--- src/rtl/xms_pkg.sv ---
// Shared types, constants and begin-pattern tables for the XML markup segment classifier.
// No dependencies.
package xms_pkg;

  localparam int unsigned OFFSET_BITS = 32;
  localparam int unsigned OUT_OFF_W   = 32;
  localparam int unsigned FIFO_DEPTH  = 4;
  localparam int unsigned FIFO_AW     = $clog2(FIFO_DEPTH);
  localparam int unsigned FIFO_CW     = $clog2(FIFO_DEPTH + 1);

  localparam logic [7:0] CH_NUL   = 8'h00;
  localparam logic [7:0] CH_LT    = 8'h3C;
  localparam logic [7:0] CH_GT    = 8'h3E;
  localparam logic [7:0] CH_SLASH = 8'h2F;
  localparam logic [7:0] CH_BANG  = 8'h21;
  localparam logic [7:0] CH_DASH  = 8'h2D;
  localparam logic [7:0] CH_QUEST = 8'h3F;
  localparam logic [7:0] CH_LBRK  = 8'h5B;
  localparam logic [7:0] CH_RBRK  = 8'h5D;
  localparam logic [7:0] CH_UC_C  = 8'h43;
  localparam logic [7:0] CH_UC_D  = 8'h44;
  localparam logic [7:0] CH_UC_A  = 8'h41;
  localparam logic [7:0] CH_UC_T  = 8'h54;

  typedef enum logic [2:0] {
    KIND_COMMENT = 3'd0,
    KIND_PI      = 3'd1,
    KIND_CDATA   = 3'd2,
    KIND_START   = 3'd3,
    KIND_END     = 3'd4,
    KIND_DONE    = 3'd5,
    KIND_ERROR   = 3'd6
  } kind_e;

  typedef enum logic [2:0] {
    PH_IDLE   = 3'd0,
    PH_PREFIX = 3'd1,
    PH_PLAIN  = 3'd2,
    PH_BODY   = 3'd3,
    PH_TAIL   = 3'd4
  } phase_e;

  typedef struct packed {
    kind_e                  kind;
    logic [OUT_OFF_W-1:0]   start_off;
    logic [OUT_OFF_W-1:0]   end_off;
    logic                   last;
  } result_t;

  // length of each begin pattern: comment, pi, cdata
  function automatic logic [3:0] begin_len(input logic [1:0] idx);
    logic [3:0] len;
    len = 4'd0;
    case (idx)
      2'd0:    len = 4'd4;
      2'd1:    len = 4'd2;
      2'd2:    len = 4'd9;
      default: len = 4'd0;
    endcase
    return len;
  endfunction

  // byte k of begin pattern idx (byte 0 is the '<')
  function automatic logic [7:0] begin_byte(input logic [1:0] idx, input logic [3:0] k);
    logic [7:0] ch;
    ch = CH_NUL;
    case (idx)
      2'd0: begin
        case (k)
          4'd0:    ch = CH_LT;
          4'd1:    ch = CH_BANG;
          4'd2:    ch = CH_DASH;
          4'd3:    ch = CH_DASH;
          default: ch = CH_NUL;
        endcase
      end
      2'd1: begin
        case (k)
          4'd0:    ch = CH_LT;
          4'd1:    ch = CH_QUEST;
          default: ch = CH_NUL;
        endcase
      end
      2'd2: begin
        case (k)
          4'd0:    ch = CH_LT;
          4'd1:    ch = CH_BANG;
          4'd2:    ch = CH_LBRK;
          4'd3:    ch = CH_UC_C;
          4'd4:    ch = CH_UC_D;
          4'd5:    ch = CH_UC_A;
          4'd6:    ch = CH_UC_T;
          4'd7:    ch = CH_UC_A;
          4'd8:    ch = CH_LBRK;
          default: ch = CH_NUL;
        endcase
      end
      default: ch = CH_NUL;
    endcase
    return ch;
  endfunction

endpackage

--- src/rtl/xms_scanner.sv ---
// Scan state and per-byte step logic: segment tracking, begin/end pattern matching.
// Depends on xms_pkg.
module xms_scanner (
  input  logic                      clk_i,
  input  logic                      rst_ni,
  input  logic                      step_i,
  input  logic [7:0]                data_byte_i,
  input  logic                      end_of_file_i,
  output xms_pkg::result_t [1:0]    res_o,
  output logic [1:0]                res_n_o
);
  import xms_pkg::*;

  phase_e                 phase_q, phase_d;
  logic [3:0]             pcount_q, pcount_d;
  logic [2:0]             cand_q, cand_d;
  kind_e                  pend_q, pend_d;
  logic [7:0]             rb0_q, rb0_d;
  logic [7:0]             rb1_q, rb1_d;
  logic [OFFSET_BITS-1:0] pos_q, pos_d;
  logic [OFFSET_BITS-1:0] seg_q, seg_d;

  logic                   is_eof;
  logic [3:0]             k;
  logic [2:0]             match, at_end, hit, keep;
  logic                   close_ok;
  logic [OUT_OFF_W-1:0]   pos_out, seg_out;

  assign is_eof  = end_of_file_i || (data_byte_i == CH_NUL);
  assign k       = pcount_q + 4'd1;
  assign pos_out = OUT_OFF_W'(pos_q);
  assign seg_out = OUT_OFF_W'(seg_q);

  always_comb begin
    for (int i = 0; i < 3; i++) begin
      match[i]  = cand_q[i] && (k < begin_len(2'(i))) && (begin_byte(2'(i), k) == data_byte_i);
      at_end[i] = ((k + 4'd1) == begin_len(2'(i)));
    end
    hit  = match & at_end;
    keep = match & ~at_end;
  end

  always_comb begin
    close_ok = 1'b0;
    case (pend_q)
      KIND_COMMENT: close_ok = (rb0_q == CH_DASH) && (rb1_q == CH_DASH);
      KIND_PI:      close_ok = (rb0_q == CH_QUEST);
      KIND_CDATA:   close_ok = (rb0_q == CH_RBRK) && (rb1_q == CH_RBRK);
      default:      close_ok = 1'b0;
    endcase
  end

  // next state
  always_comb begin
    phase_d  = phase_q;
    pcount_d = pcount_q;
    cand_d   = cand_q;
    pend_d   = pend_q;
    rb0_d    = rb0_q;
    rb1_d    = rb1_q;
    pos_d    = pos_q;
    seg_d    = seg_q;

    if (is_eof) begin
      phase_d  = PH_IDLE;
      pcount_d = 4'd0;
      cand_d   = 3'b111;
      pend_d   = KIND_COMMENT;
      rb0_d    = CH_NUL;
      rb1_d    = CH_NUL;
      pos_d    = '0;
      seg_d    = '0;
    end else begin
      unique case (phase_q)
        PH_PREFIX: begin
          if (k == 4'd1) begin
            pend_d = (data_byte_i == CH_SLASH) ? KIND_END : KIND_START;
          end
          if (hit != 3'b000) begin
            pend_d  = hit[0] ? KIND_COMMENT : (hit[1] ? KIND_PI : KIND_CDATA);
            phase_d = PH_BODY;
          end else if (keep != 3'b000) begin
            cand_d   = keep;
            pcount_d = k;
          end else if (data_byte_i == CH_LT) begin
            seg_d    = pos_q;
            phase_d  = PH_PREFIX;
            pcount_d = 4'd0;
            cand_d   = 3'b111;
          end else begin
            phase_d = PH_PLAIN;
          end
        end
        PH_PLAIN, PH_TAIL: begin
          if (data_byte_i == CH_LT) begin
            seg_d    = pos_q;
            phase_d  = PH_PREFIX;
            pcount_d = 4'd0;
            cand_d   = 3'b111;
          end
        end
        PH_BODY: begin
          if (data_byte_i == CH_GT && close_ok) begin
            phase_d = PH_TAIL;
          end
        end
        PH_IDLE: begin
          if (data_byte_i == CH_LT) begin
            seg_d    = pos_q;
            phase_d  = PH_PREFIX;
            pcount_d = 4'd0;
            cand_d   = 3'b111;
          end
        end
        default: phase_d = PH_IDLE;
      endcase
      rb1_d = rb0_q;
      rb0_d = data_byte_i;
      if (pos_q != {OFFSET_BITS{1'b1}}) begin
        pos_d = pos_q + 1'b1;
      end
    end
  end

  // results
  always_comb begin
    res_o   = '0;
    res_n_o = 2'd0;
    if (is_eof) begin
      unique case (phase_q)
        PH_PREFIX, PH_PLAIN, PH_TAIL: begin
          res_o[0].kind      = (phase_q == PH_PREFIX && pcount_q == 4'd0) ? KIND_START : pend_q;
          res_o[0].start_off = seg_out;
          res_o[0].end_off   = pos_out;
          res_o[0].last      = 1'b0;
          res_o[1].kind      = KIND_DONE;
          res_o[1].start_off = pos_out;
          res_o[1].end_off   = pos_out;
          res_o[1].last      = 1'b1;
          res_n_o            = 2'd2;
        end
        PH_BODY: begin
          res_o[0].kind      = KIND_ERROR;
          res_o[0].start_off = seg_out;
          res_o[0].end_off   = pos_out;
          res_o[0].last      = 1'b1;
          res_n_o            = 2'd1;
        end
        default: begin
          res_o[0].kind      = KIND_DONE;
          res_o[0].start_off = pos_out;
          res_o[0].end_off   = pos_out;
          res_o[0].last      = 1'b1;
          res_n_o            = 2'd1;
        end
      endcase
    end else if (data_byte_i == CH_LT &&
                 (phase_q == PH_PLAIN || phase_q == PH_TAIL ||
                  (phase_q == PH_PREFIX && hit == 3'b000 && keep == 3'b000))) begin
      // a new '<' closes the open segment
      res_o[0].kind      = (phase_q == PH_PREFIX && pcount_q == 4'd0) ? KIND_START : pend_q;
      res_o[0].start_off = seg_out;
      res_o[0].end_off   = pos_out;
      res_o[0].last      = 1'b1;
      res_n_o            = 2'd1;
    end
  end

  always_ff @(posedge clk_i or negedge rst_ni) begin
    if (!rst_ni) begin
      phase_q  <= PH_IDLE;
      pcount_q <= 4'd0;
      cand_q   <= 3'b111;
      pend_q   <= KIND_COMMENT;
      rb0_q    <= CH_NUL;
      rb1_q    <= CH_NUL;
      pos_q    <= '0;
      seg_q    <= '0;
    end else if (step_i) begin
      phase_q  <= phase_d;
      pcount_q <= pcount_d;
      cand_q   <= cand_d;
      pend_q   <= pend_d;
      rb0_q    <= rb0_d;
      rb1_q    <= rb1_d;
      pos_q    <= pos_d;
      seg_q    <= seg_d;
    end
  end

endmodule

--- src/rtl/xms_out_fifo.sv ---
// Result queue: takes up to two result words per cycle, hands out one per cycle while the output is not stalled.
// Depends on xms_pkg.
module xms_out_fifo (
  input  logic                    clk_i,
  input  logic                    rst_ni,
  input  logic [1:0]              push_n_i,
  input  xms_pkg::result_t [1:0]  push_data_i,
  output logic                    room_o,
  output logic                    out_valid_o,
  input  logic                    out_stall_i,
  output xms_pkg::result_t        out_data_o
);
  import xms_pkg::*;

  result_t              mem_q [FIFO_DEPTH];
  logic [FIFO_AW-1:0]   wr_ptr_q, wr_ptr_d;
  logic [FIFO_AW-1:0]   rd_ptr_q, rd_ptr_d;
  logic [FIFO_CW-1:0]   count_q, count_d;
  logic                 pop;

  assign out_valid_o = (count_q != '0);
  assign out_data_o  = mem_q[rd_ptr_q];
  assign pop         = out_valid_o && !out_stall_i;
  // two free slots needed, as an end-of-file byte can make two words
  assign room_o      = (count_q <= FIFO_CW'(FIFO_DEPTH - 2));

  assign wr_ptr_d = wr_ptr_q + FIFO_AW'(push_n_i);
  assign rd_ptr_d = rd_ptr_q + FIFO_AW'(pop);
  assign count_d  = count_q + FIFO_CW'(push_n_i) - FIFO_CW'(pop);

  always_ff @(posedge clk_i) begin
    if (push_n_i != 2'd0) begin
      mem_q[wr_ptr_q] <= push_data_i[0];
    end
    if (push_n_i == 2'd2) begin
      mem_q[wr_ptr_q + FIFO_AW'(1)] <= push_data_i[1];
    end
  end

  always_ff @(posedge clk_i or negedge rst_ni) begin
    if (!rst_ni) begin
      wr_ptr_q <= '0;
      rd_ptr_q <= '0;
      count_q  <= '0;
    end else begin
      wr_ptr_q <= wr_ptr_d;
      rd_ptr_q <= rd_ptr_d;
      count_q  <= count_d;
    end
  end

endmodule

--- src/rtl/xml_markup_segment_classifier.sv ---
// XML markup segment classifier. One text byte per word in; one segment result per word
// out. Throughput is one byte per cycle while the input is not stalled: an accepted byte is
// held in the input register and stepped once the queue has room, its results entering a
// four-word result queue that drives the output port. An end-of-file byte can give two words
// (pending segment, then done), and the output port takes one word a cycle while it is not
// stalled, so the input stalls while fewer than two queue slots are free. Results are written
// into the registered result queue when the byte is stepped and reach the output port from it.
// Depends on xms_pkg, xms_scanner, xms_out_fifo.
module xml_markup_segment_classifier (
  input  logic        clk_i,
  input  logic        rst_ni,
  input  logic        in_valid_i,
  output logic        in_stall_o,
  input  logic [7:0]  data_byte_i,
  input  logic        end_of_file_i,
  output logic        out_valid_o,
  input  logic        out_stall_i,
  output logic [2:0]  segment_kind_o,
  output logic [31:0] start_offset_o,
  output logic [31:0] end_offset_o,
  output logic        last_of_run_o
);
  import xms_pkg::*;

  logic             in_valid_q, in_valid_d;
  logic [7:0]       data_q;
  logic             eof_q;
  logic             in_accept;
  logic             step_go;
  logic             room;
  result_t [1:0]    res;
  logic [1:0]       res_n;
  logic [1:0]       push_n;
  result_t          head;

  assign step_go    = in_valid_q && room;
  assign in_stall_o = in_valid_q && !room;
  assign in_accept  = in_valid_i && !in_stall_o;
  assign in_valid_d = in_accept || (in_valid_q && !step_go);
  assign push_n     = step_go ? res_n : 2'd0;

  always_ff @(posedge clk_i or negedge rst_ni) begin
    if (!rst_ni) begin
      in_valid_q <= 1'b0;
    end else begin
      in_valid_q <= in_valid_d;
    end
  end

  always_ff @(posedge clk_i) begin
    if (in_accept) begin
      data_q <= data_byte_i;
      eof_q  <= end_of_file_i;
    end
  end

  xms_scanner u_scanner (
    .clk_i         (clk_i),
    .rst_ni        (rst_ni),
    .step_i        (step_go),
    .data_byte_i   (data_q),
    .end_of_file_i (eof_q),
    .res_o         (res),
    .res_n_o       (res_n)
  );

  xms_out_fifo u_out_fifo (
    .clk_i       (clk_i),
    .rst_ni      (rst_ni),
    .push_n_i    (push_n),
    .push_data_i (res),
    .room_o      (room),
    .out_valid_o (out_valid_o),
    .out_stall_i (out_stall_i),
    .out_data_o  (head)
  );

  assign segment_kind_o = head.kind;
  assign start_offset_o = head.start_off;
  assign end_offset_o   = head.end_off;
  assign last_of_run_o  = head.last;

  // end of file always yields at least one word
  a_eof_result: assert property (@(posedge clk_i) disable iff (!rst_ni)
    step_go && eof_q |-> res_n != 2'd0)
    else $error("end of file stepped without a result");

  // done and error words close a run
  a_done_last: assert property (@(posedge clk_i) disable iff (!rst_ni)
    out_valid_o && (segment_kind_o == KIND_DONE || segment_kind_o == KIND_ERROR)
    |-> last_of_run_o)
    else $error("done or error word not marked last");

  // a word that is not last has its partner queued behind it
  a_partner_queued: assert property (@(posedge clk_i) disable iff (!rst_ni)
    out_valid_o && !out_stall_i && !last_of_run_o |=> out_valid_o)
    else $error("first word of a pair left without its partner");

  // a byte is stepped only with room for two words
  a_no_overrun: assert property (@(posedge clk_i) disable iff (!rst_ni)
    push_n != 2'd0 |-> room)
    else $error("result queue pushed without room");

endmodule
--- config.mk ---
export PLATFORM = sky130hd
export DESIGN_NAME = xml_markup_segment_classifier
export DESIGN_NICKNAME = d
export VERILOG_FILES = /design/src/rtl/xms_pkg.sv /design/src/rtl/xms_scanner.sv /design/src/rtl/xms_out_fifo.sv /design/src/rtl/xml_markup_segment_classifier.sv
export SDC_FILE = /design/constraint.sdc
export NUM_CORES = 1
export LEC_CHECK = 0
export ABC_AREA = 0
export ABC_CLOCK_PERIOD_IN_PS = 8400
export BUFFER_PORTS_ARGS = -buffer_cell sky130_fd_sc_hd__buf_2
export CAP_MARGIN = 20
export CORE_MARGIN = 2
export CORE_UTILIZATION = 55
export DETAILED_ROUTE_END_ITERATION = 6
export GPL_ROUTABILITY_DRIVEN = 0
export PLACE_DENSITY = 0.7
export SKIP_LAST_GASP = 1
export SLEW_MARGIN = 20
export SYNTH_ARGS = -nofsm -noshare
export SYNTH_HDL_FRONTEND = slang
export SYNTH_SLANG_ARGS = --single-unit
--- constraint.sdc ---
create_clock -name clk_i -period 8.4 [get_ports clk_i]
set_input_delay 1.68 -clock clk_i [delete_from_list [all_inputs] [get_ports clk_i]]
set_output_delay 1.68 -clock clk_i [all_outputs]
set_load 0.02 [all_outputs]
# Word-level counts from Yosys, hierarchy flattened

Memory sizes are Yosys's and may differ from the RTL's.
Cells that the tools add are included.
W data, S select, Z words.

Bits in read-only memories: 112
Bits in registers: 110
Logic and storage cells: 160
RAM bits: 272
Input bits: 13
Memories: 2
Output and inout bits: 70

Muxes and demuxes: 50
Bitwise operators: 3
$add $sub $neg: 8
Reduce and logical (&&, ||, !) cells: 49
Equality and inequality tests: 30
Magnitude comparators: 4

Memory list:

| name             | words | width | read ports | clocked after memory_dff | write ports | line               | text |
|---|---|---|---|---|---|---|---|
| u_out_fifo.mem_q | 4     | 68    | 1          | 0                        | 2           | xms_out_fifo.sv:15 | `result_t mem_q [FIFO_DEPTH];` |
| (no name shown)  | 16    | 7     | 1          | 0                        | 0           | xms_pkg.sv:85      | `case (k)` |

Operators by type and width:

| cell                    | number |
|---|---|
| $mux W68                | 4 |
| $mux W32                | 6 |
| $pmux W68 S2            | 1 |
| $pmux W32 S2            | 1 |
| $eq A8 B6 Y1 const B    | 6 |
| $mux W3                 | 16 |
| $add A32 B1 Y32 const B | 1 |
| $ne A32 B32 Y1 const B  | 1 |
| $logic_and A1 B1 Y1     | 18 |
| $pmux W6 S3             | 1 |
| $eq A6 B8 Y1            | 2 |
| $eq A8 B7 Y1 const B    | 2 |
| $mux W4                 | 4 |
| $mux W8                 | 2 |
| $reduce_bool A3 Y1      | 5 |
| $eq A4 B2 Y1 const B    | 3 |
| $logic_not A3 Y1        | 4 |
| $pmux W6 S2             | 1 |
| $mux W2                 | 5 |
| $eq A3 B2 Y1 const B    | 3 |
| $pmux W3 S3             | 1 |
| $add A4 B1 Y4 const B   | 2 |
| $eq A8 B8 Y1            | 1 |
| $logic_not A4 Y1        | 2 |
| 33 further kinds        | 52 |

# Longest topological paths before layout

Depth after elaboration: 18
Mapped depth: 18
Mapped depth without buffers: 14

# By module

From an unflattened synthesis, not the netlist that was laid out.

Cells, all modules: 1556
Area, all modules: 20761.2 sq um

By module, submodules not included:

| module                        | sequential area each (sq um) | area each (sq um) | times used | cells an instance |
|---|---|---|---|---|
| xms_out_fifo                  | 8343.0                       | 13648.1           | 1          | 703 |
| xms_scanner                   | 2331.0                       | 6766.5            | 1          | 836 |
| xml_markup_segment_classifier | 295.3                        | 346.6             | 1          | 17 |

# Least setup slack after synthesis

OpenSTA, ideal clock, no wires.

Path kind: reg-to-reg
Start point: register u_scanner.pcount_q[0]
End point: memory u_out_fifo.mem_q[0][0] in the netlist's numbering, enable pin
Required time: 7.945 ns
Slack: 3.155 ns
Cell stages (with the launch flop): 15
Library setup time: 0.455 ns
Buffers on the path: 4
Clock period less this slack: 5.245 ns
Data arrival time: 4.791 ns
Cell sequence: dfrtp_1 buf_2 buf_2 inv_1 ha_1 buf_2 nand2b_1 nor2_1 a2111oi_0 or3_1 a2111oi_4 nor3_4 a21boi_2 o21ai_1 clkbuf_1

RTL lines:

| item                   | line               | text |
|---|---|---|
| from (decl)            | xms_scanner.sv:15  | `logic [3:0] pcount_q, pcount_d;` |
| from (signal assigned) | xms_scanner.sv:181 | `pcount_q <= pcount_d;` |
| to (decl)              | xms_out_fifo.sv:15 |  |

==> impl_metrics.prom <==
# TYPE chip_impl_metric gauge
chip_impl_metric{name="gr_overflow_total",unit=""} 0
chip_impl_metric{name="internal_power",unit="mW"} 4.13
chip_impl_metric{name="cts.htree.levels",unit=""} 2
chip_impl_info{name="hp-class",value="flop to flop"} 1
chip_impl_metric{name="floorplan.die.height",unit="µm"} 189
chip_impl_metric{name="placed_cell_area",unit="µm²"} 19600
chip_impl_metric{name="drtPass1Iterations",unit=""} 5
chip_impl_metric{name="area_of_combinational_cells_with_multiple_inputs",unit="µm²"} 7310
chip_impl_metric{name="clock_transition_at_the_registers_of_the_reported_paths",unit="ps"} 60
chip_impl_info{name="synth.top_cells.by_count",value="edfxtp_1 (277), a32o_1 (130), nand2_1 (108)"} 1
chip_impl_metric{name="portBuffers",unit=""} 82
chip_impl_metric{name="power_frac_seq",unit=""} 0.405
chip_impl_metric{name="seq_area_frac_synth",unit=""} 0.578
chip_impl_metric{name="p_sw_frac",unit=""} 0.349
chip_impl_metric{name="finalSetupTns",unit="ps"} 0
chip_impl_metric{name="async_reset_ff_frac",unit=""} 0.264
chip_impl_metric{name="syn-mean-instance-area",unit="µm²"} 12.9
chip_impl_metric{name="first_global_vias",unit=""} 12400
chip_impl_metric{name="timing.clock.skew",unit="ps"} 19.5
chip_impl_metric{name="initial_util",unit=""} 0.561
chip_impl_metric{name="utilization",unit=""} 0.623
chip_impl_metric{name="critPathRequiredTime",unit="ps"} 8570
chip_impl_metric{name="grt_first_pass_wirelength",unit="µm"} 69600
chip_impl_metric{name="postCtsSetupBuffers",unit=""} 0
chip_impl_metric{name="timing.critical_path.fanout_max",unit=""} 52
chip_impl_metric{name="remaining_drc_errors",unit=""} 0
chip_impl_metric{name="cts_inserted_buffers",unit=""} 40
chip_impl_info{name="critical_path.slowest_cell",value="ha_1"} 1
chip_impl_metric{name="num_antenna_cells",unit=""} 0
chip_impl_info{name="post-synth-top-count-cell",value="edfxtp_1"} 1
chip_impl_metric{name="timing.slew.headroom",unit=""} 0.247
chip_impl_info{name="chain_of_cells_forming_the_critical_path",value="ha_1 -> nor2b_1 -> nand2b_1 -> a2111oi_0 -> o21ai_1 -> a2111oi_4 -> nor3_4 -> a21boi_2 -> o21a_4 -> inv_2 -> buf_4"} 1
chip_impl_metric{name="cts_buffer_depth",unit=""} 3
chip_impl_metric{name="power.combinational.fraction",unit=""} 0.303
chip_impl_metric{name="routed-via-count",unit=""} 12400
chip_impl_metric{name="timing_hold_violations_final",unit=""} 0
chip_impl_metric{name="finalInstanceArea",unit="µm²"} 21000
chip_impl_metric{name="boundaryPins",unit=""} 83
chip_impl_metric{name="finalCritPeriodShare",unit=""} 0.691
chip_impl_metric{name="syn_inst",unit=""} 1463
chip_impl_metric{name="yosys.area.top_type_share",unit=""} 0.440
chip_impl_metric{name="met3_usage",unit=""} 0.0297
chip_impl_metric{name="synth_warnings",unit=""} 0
chip_impl_info{name="clock_tree_from_tritoncts",value="done"} 1
chip_impl_metric{name="setup_viol",unit=""} 0
chip_impl_metric{name="timing.final.max_slew_violations",unit=""} 0
chip_impl_metric{name="globalRouteMet2Util",unit=""} 0.420
chip_impl_metric{name="maxCapViolCount",unit=""} 0
chip_impl_metric{name="placementRows",unit=""} 67
chip_impl_metric{name="first_iter_violations",unit=""} 1178
chip_impl_metric{name="via_per_inst",unit=""} 6.37
chip_impl_metric{name="net_switching_power",unit="mW"} 2.21
chip_impl_metric{name="edff_count_synth",unit=""} 277
chip_impl_metric{name="grtUsageTotal",unit=""} 0.248
chip_impl_metric{name="power_density_of_the_placed_cells",unit="nW/µm²"} 302
chip_impl_info{name="cts_root_buf",value="clkbuf_16"} 1
chip_impl_metric{name="design.final.nets",unit=""} 1494
chip_impl_metric{name="antenna_found_initial",unit=""} 0
chip_impl_metric{name="critPathMaxStageDelay",unit="ps"} 810
chip_impl_metric{name="detail-route-antenna-nets",unit=""} 0
chip_impl_metric{name="ys_seq_elements",unit=""} 382
chip_impl_metric{name="wl",unit="µm"} 43900
chip_impl_info{name="postSynth.topFlopCell",value="edfxtp_1"} 1
chip_impl_metric{name="p_leak",unit="nW"} 7.28
chip_impl_metric{name="report.power.total",unit="mW"} 6.35
chip_impl_info{name="grt_busiest_layer",value="met2"} 1
chip_impl_metric{name="die_area",unit="µm²"} 35900
chip_impl_metric{name="fin_crit",unit="ps"} 5810
chip_impl_metric{name="post_cts_hold_buffer_count",unit=""} 0
chip_impl_info{name="ys_top_cells_by_area",value="edfxtp_1 (44%), dfrtp_1 (13%), mux4_2 (8.1%)"} 1
chip_impl_metric{name="worstSkewPairLatency",unit="ps"} 540
chip_impl_metric{name="area.sequential",unit="µm²"} 10900
chip_impl_metric{name="syn-num-nets",unit=""} 1487
chip_impl_metric{name="cts_num_sinks",unit=""} 382
chip_impl_metric{name="layout-area-overhead-vs-synth",unit="%"} 11.0
chip_impl_metric{name="fillers",unit=""} 2619
chip_impl_metric{name="vdd_ir_drop_max",unit="mV"} 0.223
chip_impl_info{name="crit_path_end_kind",value="flop"} 1
chip_impl_info{name="critical_path.startpoint_type",value="flop"} 1
chip_impl_metric{name="critPathArrivalTime",unit="ps"} 5980
chip_impl_info{name="synth_largest_area_cell",value="edfxtp_1"} 1
chip_impl_metric{name="drt-wirelength-per-cell",unit="µm"} 22.5
chip_impl_info{name="rsz0062_at_grt",value="no"} 1
chip_impl_info{name="critical-path-top-delay-family",value="compound AO/OA/AOI/OAI gates"} 1
chip_impl_info{name="status",value="finished clean"} 1
chip_impl_metric{name="core_region_area",unit="µm²"} 33700
chip_impl_metric{name="worst-slew-pin-transition",unit="ps"} 1130
chip_impl_info{name="worstSetupPathType",value="flop to flop"} 1
chip_impl_metric{name="clock_power_share",unit=""} 0.293
chip_impl_metric{name="critical_path_buf_inv_count",unit=""} 2
chip_impl_metric{name="netlist-cell-type-count",unit=""} 83
chip_impl_metric{name="final_hpwl_dp",unit="µm"} 24800
chip_impl_metric{name="maxClockFrequency",unit="GHz"} 0.172
chip_impl_metric{name="grt_start_max_net_pins",unit=""} 97
chip_impl_metric{name="mappedNetlistArea",unit="µm²"} 18900
chip_impl_metric{name="postCtsResizedCells",unit=""} 0
chip_impl_metric{name="fp.dieW",unit="µm"} 189
chip_impl_metric{name="drive_gt1_frac",unit=""} 0.192
chip_impl_metric{name="global_route.usage.met1",unit=""} 0.345
## worst reg2reg max path, delay by kind of cell (launching register included)
| kind | cells | cell delay [ps] |
|---|---|---|
| buffers and inverters | 2 | 770 |
| AOI/OAI and AO/OA | 5 | 2600 |
| DFF | 1 | 750 |
| adders and majority gates | 1 | 820 |
| and+or+nand+nor | 3 | 480 |
## flip-flops by register name, summed over array words and instances, names as in the netlist, 2 cells and up
| signal | flops |
|---|---|
| u_out_fifo.mem_q | 272 |
| u_scanner.pos_out | 32 |
| u_scanner.seg_out | 32 |
| data_q | 8 |
| u_scanner.rb0_q | 8 |
| u_scanner.rb1_q | 8 |
| u_scanner.pcount_q | 4 |
| u_out_fifo.count_q | 3 |
| u_scanner.cand_q | 3 |
| u_scanner.pend_q | 3 |
| u_scanner.phase_q | 3 |
| u_out_fifo.rd_ptr_q | 2 |
| u_out_fifo.wr_ptr_q | 2 |
## layout by cell type, fill, tap and decap left out, types with 8 or more instances in the layout
master     Yosys  final
a21oi_1       29     29
buf_4          6     25
nor2_1        60     55
nand3_1       35     35
xor2_1        15     15
nand2b_1      15     15
buf_2         27     81
o21ai_0       33     33
nand3b_1       8      8
a32o_1       130    130
edfxtp_1     277    277
nor3_1        19     18
dfrtp_1       98     96
nor2b_1       38     38
nand2_1      108    108
and3_1        10     10
or3_1         13     13
mux2i_1       36     35
o31ai_1       10      9
and2_1       104    104
nand4_1       11     11
clkbuf_16      0     42
inv_1         52     51
ha_1          10     10
xnor2_1       15     15
mux4_2        68     68
## power by group through the flow
stage,clock (mW),sequential [mW],combinational [mW]
finish,1.86,2.57,1.92
CTS,1.89,2.57,1.94
detailed placement,0,2.61,1.93
global route,1.96,2.60,2.05
floorplan,0,2.41,1.47
global placement,0,2.60,1.92
## stage by stage
step / hold slack (ps) / std cells / setup slack, ps
2_1_floorplan: 427 / 1463 / 3150
3_3_place_gp: 445 / 1876 / 2850
3_5_place_dp: 453 / 1876 / 2640
4_1_cts: 468 / 1950 / 2640
5_1_grt: 483 / 1950 / 2270
6_report: 471 / 1950 / 2590
## final cells by class
cell class | instances | share of cell area
Timing Repair Buffer | 106 | 0.0282
Multi-Input combinational cell | 887 | 0.348
Clock buffer | 53 | 0.0539
Inverter | 53 | 0.00947
Clock inverter | 21 | 0.0128
Tap cell | 448 | 0.0267
Sequential cell | 382 | 0.521
## path summary, 6_finish.rpt
| path | slack [ps] | cells past startpoint | end | startpoint |
|---|---|---|---|---|
| worst max-delay path | 2590 | 11 | u_out_fifo.mem_q[3][14] | u_scanner.pcount_q[0] |
| worst min-delay path | 470 | 1 | u_out_fifo.mem_q[3][66] | u_out_fifo.mem_q[3][66] |
| worst max register to register | 2590 | 11 | u_out_fifo.mem_q[3][14] | u_scanner.pcount_q[0] |
| worst min register to register | 470 | 1 | u_out_fifo.mem_q[3][66] | u_out_fifo.mem_q[3][66] |
| max in group asynchronous | 5920 | 2 | u_out_fifo.rd_ptr_q[0] | rst_ni |
| min in group asynchronous | 1150 | 1 | u_scanner.pcount_q[1] | rst_ni |
## per-layer routing
| layer | wire (µm) | part of all wire | up-vias |
|---|---|---|---|
| li1 | - | - | 5594 |
| met1 | 18800 | 0.43 | 6272 |
| met2 | 21600 | 0.49 | 494 |
| met3 | 2720 | 0.062 | 55 |
| met4 | 743 | 0.017 | 0 |
| met5 | 0 | 0 | - |
## cell families after synthesis
| family | synth area share |
|---|---|
| mux | 0.102 |
| buf+inv | 0.0415 |
| fa+ha+maj | 0.00820 |
| compound gates | 0.124 |
| xor+xnor | 0.0151 |
| flops | 0.578 |
| simple gates | 0.131 |
Note: power is estimated with default switching activity, not from simulation.
